===== config.mk =====
export PLATFORM = sky130hd
export DESIGN_NAME = rte_ctrl
export DESIGN_NICKNAME = d
export VERILOG_FILES = /design/src/hw/rtl/rte_pkg.sv /design/src/hw/rtl/rte_ctrl.sv
export SDC_FILE = /design/constraint.sdc
export NUM_CORES = 1
export LEC_CHECK = 0
export BUFFER_PORTS_ARGS = -buffer_cell sky130_fd_sc_hd__buf_2
export CAP_MARGIN = 20
export CORE_AREA = 5 5 300 302
export CTS_CLUSTER_DIAMETER = 80
export DETAILED_ROUTE_END_ITERATION = 8
export DIE_AREA = 0 0 305 307
export PLACE_DENSITY = 0.47
export SYNTH_ARGS = -nofsm -noshare
export SYNTH_HDL_FRONTEND = slang
export SYNTH_SLANG_ARGS = --single-unit
export TNS_END_PERCENT = 20

===== constraint.sdc =====
create_clock -name clock -period 36.6 [get_ports clock]
set_input_delay 7.32 -clock clock [delete_from_list [all_inputs] [get_ports clock]]
set_output_delay 7.32 -clock clock [all_outputs]
set_load 0.05 [all_outputs]

===== src/hw/rtl/rte_pkg.sv =====
`timescale 1ns / 1ps
`default_nettype none

package rte_pkg;

   // Widest entry address the table supports.
   localparam int ADDR_MAX_W = 8;

   // Operation codes.
   localparam logic [2:0] OP_CREATE = 3'd0;
   localparam logic [2:0] OP_SEARCH = 3'd1;
   localparam logic [2:0] OP_READ   = 3'd2;
   localparam logic [2:0] OP_UPDATE = 3'd3;
   localparam logic [2:0] OP_DELETE = 3'd4;

   // One operation word on the request channel.
   typedef struct packed {
      logic [2:0]  op;
      logic [7:0]  index;
      logic [7:0]  dest_addr;
      logic [31:0] dest_seq;
      logic        route_invalid;
      logic [7:0]  hop_count;
      logic [7:0]  next_hop;
      logic [63:0] lifetime;
      logic [63:0] stamp;
   } req_word_type;

   // One result word on the response channel.
   typedef struct packed {
      logic        ok;
      logic [7:0]  entry_index;
      logic [7:0]  out_dest_addr;
      logic [31:0] out_dest_seq;
      logic        out_invalid;
      logic [7:0]  out_hop_count;
      logic [7:0]  out_next_hop;
      logic [63:0] out_lifetime;
      logic [63:0] out_stamp;
   } rsp_word_type;

   // One stored route.
   typedef struct packed {
      logic [7:0]  dest_addr;
      logic [31:0] dest_seq;
      logic        route_invalid;
      logic [7:0]  hop_count;
      logic [7:0]  next_hop;
      logic [63:0] lifetime;
      logic [63:0] stamp;
   } route_type;

   // Access command from the sequencer to the route memory.
   typedef struct packed {
      logic                  wr_en;
      logic [ADDR_MAX_W-1:0] wr_addr;
      route_type             wr_route;
      logic                  rd_en;
      logic [ADDR_MAX_W-1:0] rd_addr;
   } store_cmd_type;

endpackage

`default_nettype wire


===== src/hw/rtl/rte_ctrl.sv =====
`timescale 1ns / 1ps
`default_nettype none

module rte_ctrl #(
   parameter int ENTRIES = 256
) (
   input  wire logic                  clock,
   input  wire logic                  reset,
   input  wire logic                  req_valid,
   output logic                       req_stall,
   input  wire rte_pkg::req_word_type req_word,
   output logic                       rsp_valid,
   input  wire logic                  rsp_stall,
   output rte_pkg::rsp_word_type      rsp_word,
   output rte_pkg::store_cmd_type     store_cmd,
   input  wire rte_pkg::route_type    rd_route
);

   localparam int CW = $clog2(ENTRIES + 1);
   localparam int MW = rte_pkg::ADDR_MAX_W;
   localparam int XW = rte_pkg::ADDR_MAX_W + 1;

   localparam logic [1:0] ST_IDLE   = 2'd0;
   localparam logic [1:0] ST_SCAN   = 2'd1;
   localparam logic [1:0] ST_READ   = 2'd2;
   localparam logic [1:0] ST_FINISH = 2'd3;

   logic [1:0]            state_ff, state_in;
   logic [CW-1:0]         entry_count_ff, entry_count_in;
   logic [CW-1:0]         scan_ff, scan_in;
   logic [7:0]            key_ff, key_in;
   rte_pkg::rsp_word_type res_ff, res_in;
   logic                  rsp_valid_ff, rsp_valid_in;
   rte_pkg::rsp_word_type rsp_word_ff, rsp_word_in;

   logic               accept;
   logic               in_range;
   logic               room;
   logic [CW-1:0]      scan_nxt;
   logic               scan_last;
   logic               key_hit;
   rte_pkg::route_type new_route;
   rte_pkg::route_type blank_route;

   // Handshake and the checks shared by several operations.
   assign accept    = req_valid && (state_ff == ST_IDLE);
   assign req_stall = (state_ff != ST_IDLE);
   assign in_range  = {1'b0, req_word.index} < XW'(entry_count_ff);
   assign room      = entry_count_ff < CW'(ENTRIES);
   assign scan_nxt  = scan_ff + CW'(1);
   assign scan_last = (scan_nxt == entry_count_ff);
   assign key_hit   = (rd_route.dest_addr == key_ff);

   // Routes built from the request word.
   always_comb begin
      new_route.dest_addr     = req_word.dest_addr;
      new_route.dest_seq      = req_word.dest_seq;
      new_route.route_invalid = req_word.route_invalid;
      new_route.hop_count     = req_word.hop_count;
      new_route.next_hop      = req_word.next_hop;
      new_route.lifetime      = req_word.lifetime;
      new_route.stamp         = req_word.stamp;
      blank_route             = '0;
      blank_route.stamp       = req_word.stamp;
   end

   // Sequencer: one operation at a time, search walks the table one entry a cycle.
   always_comb begin
      state_in       = state_ff;
      entry_count_in = entry_count_ff;
      scan_in        = scan_ff;
      key_in         = key_ff;
      res_in         = res_ff;
      store_cmd      = '0;
      rsp_valid_in   = rsp_valid_ff && rsp_stall;
      rsp_word_in    = rsp_word_ff;

      unique case (state_ff)
         ST_IDLE: begin
            if (accept) begin
               key_in   = req_word.dest_addr;
               res_in   = '0;
               state_in = ST_FINISH;
               unique case (req_word.op)
                  rte_pkg::OP_CREATE: begin
                     if (room) begin
                        store_cmd.wr_en    = 1'b1;
                        store_cmd.wr_addr  = MW'(entry_count_ff);
                        store_cmd.wr_route = new_route;
                        res_in.ok          = 1'b1;
                        res_in.entry_index = 8'(entry_count_ff);
                        entry_count_in     = entry_count_ff + CW'(1);
                     end
                  end
                  rte_pkg::OP_SEARCH: begin
                     if (entry_count_ff != '0) begin
                        store_cmd.rd_en   = 1'b1;
                        store_cmd.rd_addr = '0;
                        scan_in           = '0;
                        state_in          = ST_SCAN;
                     end
                  end
                  rte_pkg::OP_READ: begin
                     if (in_range) begin
                        store_cmd.rd_en   = 1'b1;
                        store_cmd.rd_addr = req_word.index;
                        state_in          = ST_READ;
                     end else begin
                        res_in.out_stamp = req_word.stamp;
                     end
                  end
                  rte_pkg::OP_UPDATE: begin
                     if (in_range) begin
                        store_cmd.wr_en    = 1'b1;
                        store_cmd.wr_addr  = req_word.index;
                        store_cmd.wr_route = new_route;
                        res_in.ok          = 1'b1;
                     end
                  end
                  rte_pkg::OP_DELETE: begin
                     if (in_range) begin
                        store_cmd.wr_en    = 1'b1;
                        store_cmd.wr_addr  = req_word.index;
                        store_cmd.wr_route = blank_route;
                        res_in.ok          = 1'b1;
                     end
                  end
                  default: begin
                  end
               endcase
            end
         end
         ST_SCAN: begin
            // The read data belongs to entry scan_ff; the next address goes out meanwhile.
            if (key_hit) begin
               res_in.ok          = 1'b1;
               res_in.entry_index = 8'(scan_ff);
               state_in           = ST_FINISH;
            end else if (scan_last) begin
               state_in = ST_FINISH;
            end else begin
               store_cmd.rd_en   = 1'b1;
               store_cmd.rd_addr = MW'(scan_nxt);
               scan_in           = scan_nxt;
            end
         end
         ST_READ: begin
            res_in.ok            = 1'b1;
            res_in.out_dest_addr = rd_route.dest_addr;
            res_in.out_dest_seq  = rd_route.dest_seq;
            res_in.out_invalid   = rd_route.route_invalid;
            res_in.out_hop_count = rd_route.hop_count;
            res_in.out_next_hop  = rd_route.next_hop;
            res_in.out_lifetime  = rd_route.lifetime;
            res_in.out_stamp     = rd_route.stamp;
            state_in             = ST_FINISH;
         end
         ST_FINISH: begin
            // Move the result into the output register once it is free.
            if (!rsp_valid_ff || !rsp_stall) begin
               rsp_valid_in = 1'b1;
               rsp_word_in  = res_ff;
               state_in     = ST_IDLE;
            end
         end
         default: begin
            state_in = ST_IDLE;
         end
      endcase
   end

   // Control registers.
   always_ff @(posedge clock) begin
      if (reset) begin
         state_ff       <= ST_IDLE;
         entry_count_ff <= '0;
         rsp_valid_ff   <= 1'b0;
      end else begin
         state_ff       <= state_in;
         entry_count_ff <= entry_count_in;
         rsp_valid_ff   <= rsp_valid_in;
      end
   end

   // Payload registers.
   always_ff @(posedge clock) begin
      scan_ff     <= scan_in;
      key_ff      <= key_in;
      res_ff      <= res_in;
      rsp_word_ff <= rsp_word_in;
   end

   assign rsp_valid = rsp_valid_ff;
   assign rsp_word  = rsp_word_ff;

   // The fill count never passes the table size.
   a_count_bound: assert property (@(posedge clock) disable iff (reset)
      entry_count_ff <= CW'(ENTRIES))
      else $error("entry count exceeds table size");

   // A scan only looks at entries below the fill count.
   a_scan_bound: assert property (@(posedge clock) disable iff (reset)
      (state_ff == ST_SCAN) |-> (scan_ff < entry_count_ff))
      else $error("search scan beyond fill count");

   // A new result appears only out of the finish state.
   a_rsp_source: assert property (@(posedge clock) disable iff (reset)
      $rose(rsp_valid_ff) |-> $past(state_ff == ST_FINISH))
      else $error("result word raised outside finish");

   // The fill count moves only after an accepted create.
   a_count_move: assert property (@(posedge clock) disable iff (reset)
      (!$past(reset) && (entry_count_ff != $past(entry_count_ff)))
      |-> $past(accept && (req_word.op == rte_pkg::OP_CREATE)))
      else $error("entry count changed without create");

endmodule

`default_nettype wire


==> results of run 1 <==
## flip-flops by register name, summed over array words and instances, names as in the netlist
signal,count
state_ff,2
key_ff,8
rsp_word,194
res_ff,194
rsp_valid,1
scan_ff,9
entry_count_ff,9
## stage by stage
step                instance area [um^2]  std cells  power (uW)
floorplan                          16700       1073        1100
global placement                   21900       2976        1220
detailed placement                 21900       2976        1230
CTS                                23600       3073        1740
global route                       23600       3075        1790
finish                             23600       3076        1710
## worst min path at each step
| stage | startpoint | slack, ns | end | depth (start not counted) |
|---|---|---|---|---|
| after floorplan | res_ff[0] | 0.40 | rsp_word[0] | 0 |
| after global placement | res_ff[33] | 0.40 | rsp_word[33] | 0 |
| after detailed placement | res_ff[103] | 0.40 | rsp_word[103] | 0 |
| after CTS | res_ff[115] | 0.40 | rsp_word[115] | 0 |
| after global routing | res_ff[48] | 0.42 | rsp_word[48] | 0 |
| final | res_ff[115] | 0.41 | rsp_word[115] | 0 |
## layer usage
layer / wire, um / vias to the layer above
met5: 21 / -
met4: 2560 / 4
met3: 5220 / 121
met2: 32000 / 639
met1: 22400 / 5794
li1: - / 5474
## placed cells by master, fill, tap and decap left out, types with 14 or more instances in the layout
cell type / instances
clkbuf_16: 52
buf_2: 783
inv_1: 16
xnor2_1: 17
ha_1: 14
nand2_1: 33
and2_1: 312
a22o_1: 64
buf_4: 14
nor2_1: 23
edfxtp_1: 405
xor2_1: 16
a21oi_1: 15
## final cells by class
cell class	instances	area (um^2)
Antenna cell	3	7.51
Clock buffer	63	1340
Clock inverter	34	352
Fill cell	9119	63800
Inverter	16	60.1
Multi-Input combinational cell	581	3970
Sequential cell	417	12400
Tap cell	1165	1460
Timing Repair Buffer	797	4020
## power by group
group          switching [uW]  leakage, uW  total, uW  internal [uW]
Clock                     209     0.000823        503            294
Combinational             337      0.00514        444            107
Sequential               39.4      0.00395        762            722
## cells by family (layout without fill, tap and decap cells)
kind of cell             after synthesis  in the layout  synth area share [%]
multiplexers                           1              1                0.0598
adder cells (fa/ha/maj)               15             15                  1.12
buffers and inverters                 75            910                  2.51
AO/OA/AOI/OAI                        123            123                  5.86
flip-flops                           417            417                  74.1
AND/OR/NAND/NOR                      409            409                  14.6
XOR/XNOR                              33             33                  1.73
other                                  0              3                     0
==> flow_metrics.py, run 1 <==
metrics = {
    "outcome": {
        "status": "finished clean",
    },
    "detailed_routing": {
        "viasPerCell": 3.91,
        "vias": 12000,
        "ant_nets": 0,
        "routedWlPerCell_um": 20.2,
        "drtIter0Drc": 574,
        "drcViolationCount": 0,
        "first_pass_iters": 5,
        "wl_um": 62200,
    },
    "critical_path": {
        "path_max_fanout": 104,
        "rr_worst_depth": 7,
        "cp-end-kind": "output port",
        "path_depth": 10,
        "critPathLaunchType": "input port",
        "r2r_start": "state_ff[1]",
        "r2r-end": "res_ff[154]",
        "critical_path.endpoint": "store_cmd[148]",
        "crit_slowest_cell": "buf_4",
        "crit_arrival_ns": 10.38,
        "crit_type": "in -> out",
        "max_stage_delay_ns": 0.62,
        "cp-startpoint": "req_word[191]",
        "crit_path_cell_trace": "buf_2, ha_1, a21o_1, a211oi_1, o31a_2, o211ai_1, a211oi_4, buf_4, and2_1, buf_2",
        "critical_path_required_ns": 29.28,
        "cp_common_cell": "buf_2",
        "cp_top_family": "compound AO/OA/AOI/OAI gates",
        "cp_num_buf_inv": 3,
        "reg2reg_slack_ns": 32.82,
    },
    "global_routing": {
        "groute.layer.met3.usage_pct": 4.13,
        "antenna_found_initial": 12,
        "use_met1_pct": 13.4,
        "grt.overflow.total": 0,
        "grt_max_degree": 105,
        "grt_pass1_wl_um": 87200,
        "grt_pass1_vias": 12700,
        "top_usage_layer": "met2",
        "groute.layer.met2.usage_pct": 22.8,
        "gr-usage-all-layers_pct": 12.5,
    },
    "logic_synthesis": {
        "synth_fp_nets": 1473,
        "synthTopCellsByArea": "edfxtp_1, and2_1, a22o_1",
        "ys_types": 55,
        "synth-seq-area-share_pct": 74.1,
        "synth_edf_count": 405,
        "synth.top_cell.area_share_pct": 72.7,
        "ys_warn_count": 0,
        "synth_cells": 1073,
        "synth_top_area_cell": "edfxtp_1",
        "synth.cell_area_um2": 16700,
        "ys_ff_latch": 417,
        "synthArstFlopShare_pct": 0,
        "ys_top_cells_by_count": "edfxtp_1, and2_1, a22o_1",
        "postSynthAreaPerCell_um2": 15.6,
        "synth.most_common_cell": "edfxtp_1",
        "synth_flop_cell": "edfxtp_1",
    },
    "clocking": {
        "clkSlewWorstSetupHoldPaths_ns": 0.06,
        "postCtsSetupRepairBufs": 0,
        "cts_tree": "yes",
        "postCtsResizedCells": 0,
        "clk_path_buf_depth": 3,
        "ctsHoldBuffers": 0,
        "cts_max_level": 2,
        "cts_inserted_buffers": 52,
        "cts_root_buffer": "clkbuf_16",
        "clk_latency_ns": 0.60,
        "cts_sinks": 417,
    },
    "sta": {
        "tightest_slew_ns": 0.985,
        "maxSlewHeadroom_pct": 34.3,
        "setup-tns-final_ns": 0,
        "rsz0062_at_grt": "no",
        "finalHoldViolCount": 0,
        "hold_slack_ns": 0.407,
        "fin_ws_ns": 18.90,
        "fin_skew_ns": 0.0408,
        "post-route-min-period_ns": 17.70,
        "fmax_ghz": 0.0565,
        "finalSetupViolCount": 0,
        "post-route-period-util_pct": 48.3,
        "slew_viol_final": 0,
    },
    "layout": {
        "fin_nets": 2265,
        "area_growth_pct": 41.1,
        "postLayoutCoreUtil_pct": 27.0,
        "drive_gt1_share_pct": 46.7,
    },
    "power_and_ir_drop": {
        "powerDensity_nw_per_um2": 72.4,
        "irDropWorstVdd_v": 0.0000335,
        "p_leak_uw": 0.00992,
    },
    "placed_design": {
        "dp_hpwl_um": 48600,
        "place.gp.congestion": 0.885,
        "pre_cts_ws_ns": 18.93,
        "io_buffer_count": 783,
    },
    "floorplanning": {
        "die_h_um": 307,
        "die_w_um": 305,
        "dieArea_um2": 93600,
        "placementRows": 109,
        "initial_core_util_pct": 19.1,
        "design.core.area_um2": 87400,
        "pin_count": 784,
    },
    "hold_path": {
        "hold_path.class": "reg -> reg",
    },
    "run": {
        "cap_viol_max_count": 0,
    },
}
Power figures use the tool's default switching activity.
==> run 2: changes to the inputs <==
Settings changed: PLACE_DENSITY 0.47 to 0.48.
Clock period 36.6 ns to 14.6 ns, I/O delays scaled along.
==> run 2 against run 1 <==
Against the previous run: power increased by 150%; sequential power increased to 2.5 times the previous value; register-to-register slack got worse by 22 ns; clock power increased by 140%; clock-buffer cell count unchanged; sequential share of layout area increased by 0.18 points; via count about the same; design area decreased by 0.34%; global-route usage decreased by 0.43 points; critical path type unchanged; critical endpoint is now store_cmd[54].
==> flow_metrics.py, run 2 (same netlist as run 1, synthesis figures left out) <==
metrics = {
    "outcome": {
        "status": "finished clean",
    },
    "floorplanning": {
        "initial_core_util_pct": 19.1,
        "placementRows": 109,
        "die_w_um": 305,
        "dieArea_um2": 93600,
        "design.core.area_um2": 87400,
        "pin_count": 784,
        "die_h_um": 307,
    },
    "critical_path": {
        "cp-end-kind": "output port",
        "r2r-end": "res_ff[162]",
        "crit_slowest_cell": "a21oi_4",
        "path_max_fanout": 42,
        "rr_worst_depth": 6,
        "cp_common_cell": "buf_2",
        "reg2reg_slack_ns": 10.99,
        "max_stage_delay_ns": 0.74,
        "r2r_start": "state_ff[0]",
        "crit_arrival_ns": 5.94,
        "crit_type": "in -> out",
        "crit_path_cell_trace": "buf_2, ha_1, a21oi_1, nor2_1, a211oi_1, o31a_2, a22oi_1, a21oi_4, buf_4, and2_1, buf_2",
        "critPathLaunchType": "input port",
        "critical_path_required_ns": 11.68,
    },
    "clocking": {
        "clk_path_buf_depth": 3,
        "cts_root_buffer": "clkbuf_16",
        "postCtsResizedCells": 0,
        "cts_max_level": 2,
        "clk_latency_ns": 0.59,
        "cts_tree": "yes",
        "clkSlewWorstSetupHoldPaths_ns": 0.06,
        "cts_inserted_buffers": 51,
        "cts_sinks": 417,
        "postCtsSetupRepairBufs": 0,
        "ctsHoldBuffers": 0,
    },
    "hold_path": {
        "hold_depth": 0,
        "hold_end": "rsp_word[119]",
        "hold_path.class": "reg -> reg",
        "min-delay-start": "res_ff[119]",
    },
    "layout": {
        "postLayoutCoreUtil_pct": 26.9,
        "drive_gt1_share_pct": 46.5,
        "layout.filler_cells": 9127,
        "area_growth_pct": 40.6,
        "final_cell_mix": "buf_2, edfxtp_1, and2_1",
        "register_area_um2": 12400,
        "fin_nets": 2263,
        "multi_input_area_um2": 3980,
        "final_common_cell": "buf_2",
        "fin_area_um2": 23500,
    },
    "sta": {
        "rsz0062_at_grt": "no",
        "fmax_ghz": 0.113,
        "post-route-period-util_pct": 60.7,
        "post-route-min-period_ns": 8.86,
        "finalSetupViolCount": 0,
        "finalHoldViolCount": 0,
        "fin_skew_ns": 0.0413,
        "tightest_slew_ns": 1.07,
        "setup-tns-final_ns": 0,
        "slew_viol_final": 0,
        "maxSlewHeadroom_pct": 28.7,
    },
    "detailed_routing": {
        "ant_nets": 0,
        "vias": 12000,
        "wl_um": 60500,
        "drtIter0Drc": 752,
        "viasPerCell": 3.91,
        "drcViolationCount": 0,
        "routedWlPerCell_um": 19.7,
        "first_pass_iters": 5,
    },
    "placed_design": {
        "dpl_cell_area_um2": 21900,
        "dp_hpwl_um": 46700,
        "io_buffer_count": 783,
        "place.gp.congestion": 0.987,
    },
    "power_and_ir_drop": {
        "p_sw_share_pct": 34.8,
        "internal_power_uw": 2760,
        "p_seq_share_pct": 45.2,
        "pwr-share-comb_pct": 26.5,
        "p_leak_uw": 0.00987,
        "clkPwrFrac_pct": 28.3,
        "irDropWorstVdd_v": 0.000137,
        "powerDensity_nw_per_um2": 180,
        "power.net_switching_uw": 1470,
    },
    "global_routing": {
        "gr-usage-all-layers_pct": 12.0,
        "grt_pass1_vias": 12800,
        "antenna_found_initial": 9,
        "grt_pass1_wl_um": 85100,
        "grt_max_degree": 110,
        "grt.overflow.total": 0,
    },
    "run": {
        "cap_viol_max_count": 0,
    },
}
[run 2: changes by cell type in the layout (fill, tap and decap cells not counted), sizes merged]
cell,previous run,this run
buf,797,796
bufinv,4,1
clkinv,20,22
diode,3,5
inv,24,22
[run 2: power groups by stage]
stage / Sequential [uW] / Clock [uW] / Combinational [uW]
global route: 1940 / 1300 / 1200
detailed placement: 1940 / 0 / 1150
floorplan: 2210 / 0 / 522
CTS: 1920 / 1250 / 1150
finish: 1910 / 1200 / 1120
global placement: 1930 / 0 / 1140
[run 2: worst max path at each step]
stage | end | slack, ns | depth (start not counted) | from
floorplan | rsp_word[0] | 2.21 | 1 | rsp_stall
global placement | store_cmd[59] | 5.75 | 11 | req_word[189]
detailed placement | store_cmd[51] | 5.71 | 10 | req_word[191]
CTS | store_cmd[51] | 5.69 | 10 | req_word[191]
global route | store_cmd[51] | 5.48 | 11 | req_word[189]
finish | store_cmd[54] | 5.74 | 11 | req_word[189]
[run 2: metrics by stage]
stage,power (uW),hold WS [ns],cells,worst slack (ns)
2_1_floorplan,2730,0.400,1073,2.21
3_3_place_gp,3070,0.400,2975,5.75
3_5_place_dp,3090,0.405,2975,5.71
4_1_cts,4320,0.392,3069,5.69
5_1_grt,4440,0.415,3070,5.48
6_report,4230,0.393,3074,5.74
[run 2: routing by layer]
layer,wire length (um),global-route usage (%),part of all wire (%)
met2,30300,21.5,50
met4,1960,3.96,3.2
met3,6230,4.84,10
met5,20,0,0.033
met1,22000,13.1,36
[run 2: final cells by class]
cell class / count / share of cell area (%)
tap: 1165 / 6.20
timing repair buffer: 796 / 17.1
inverter: 16 / 0.255
sequential: 417 / 52.7
multi-input combinational: 581 / 16.9
clock buffer: 63 / 5.71
antenna: 5 / 0.0532
clock inverter: 31 / 1.11
[run 2: worst max-delay path, delay by kind of cell]
kind,cells,cell delay (ns)
compound gates,5,1.52
fa+ha+maj,1,0.32
buf+inv,3,0.87
simple gates,2,0.24
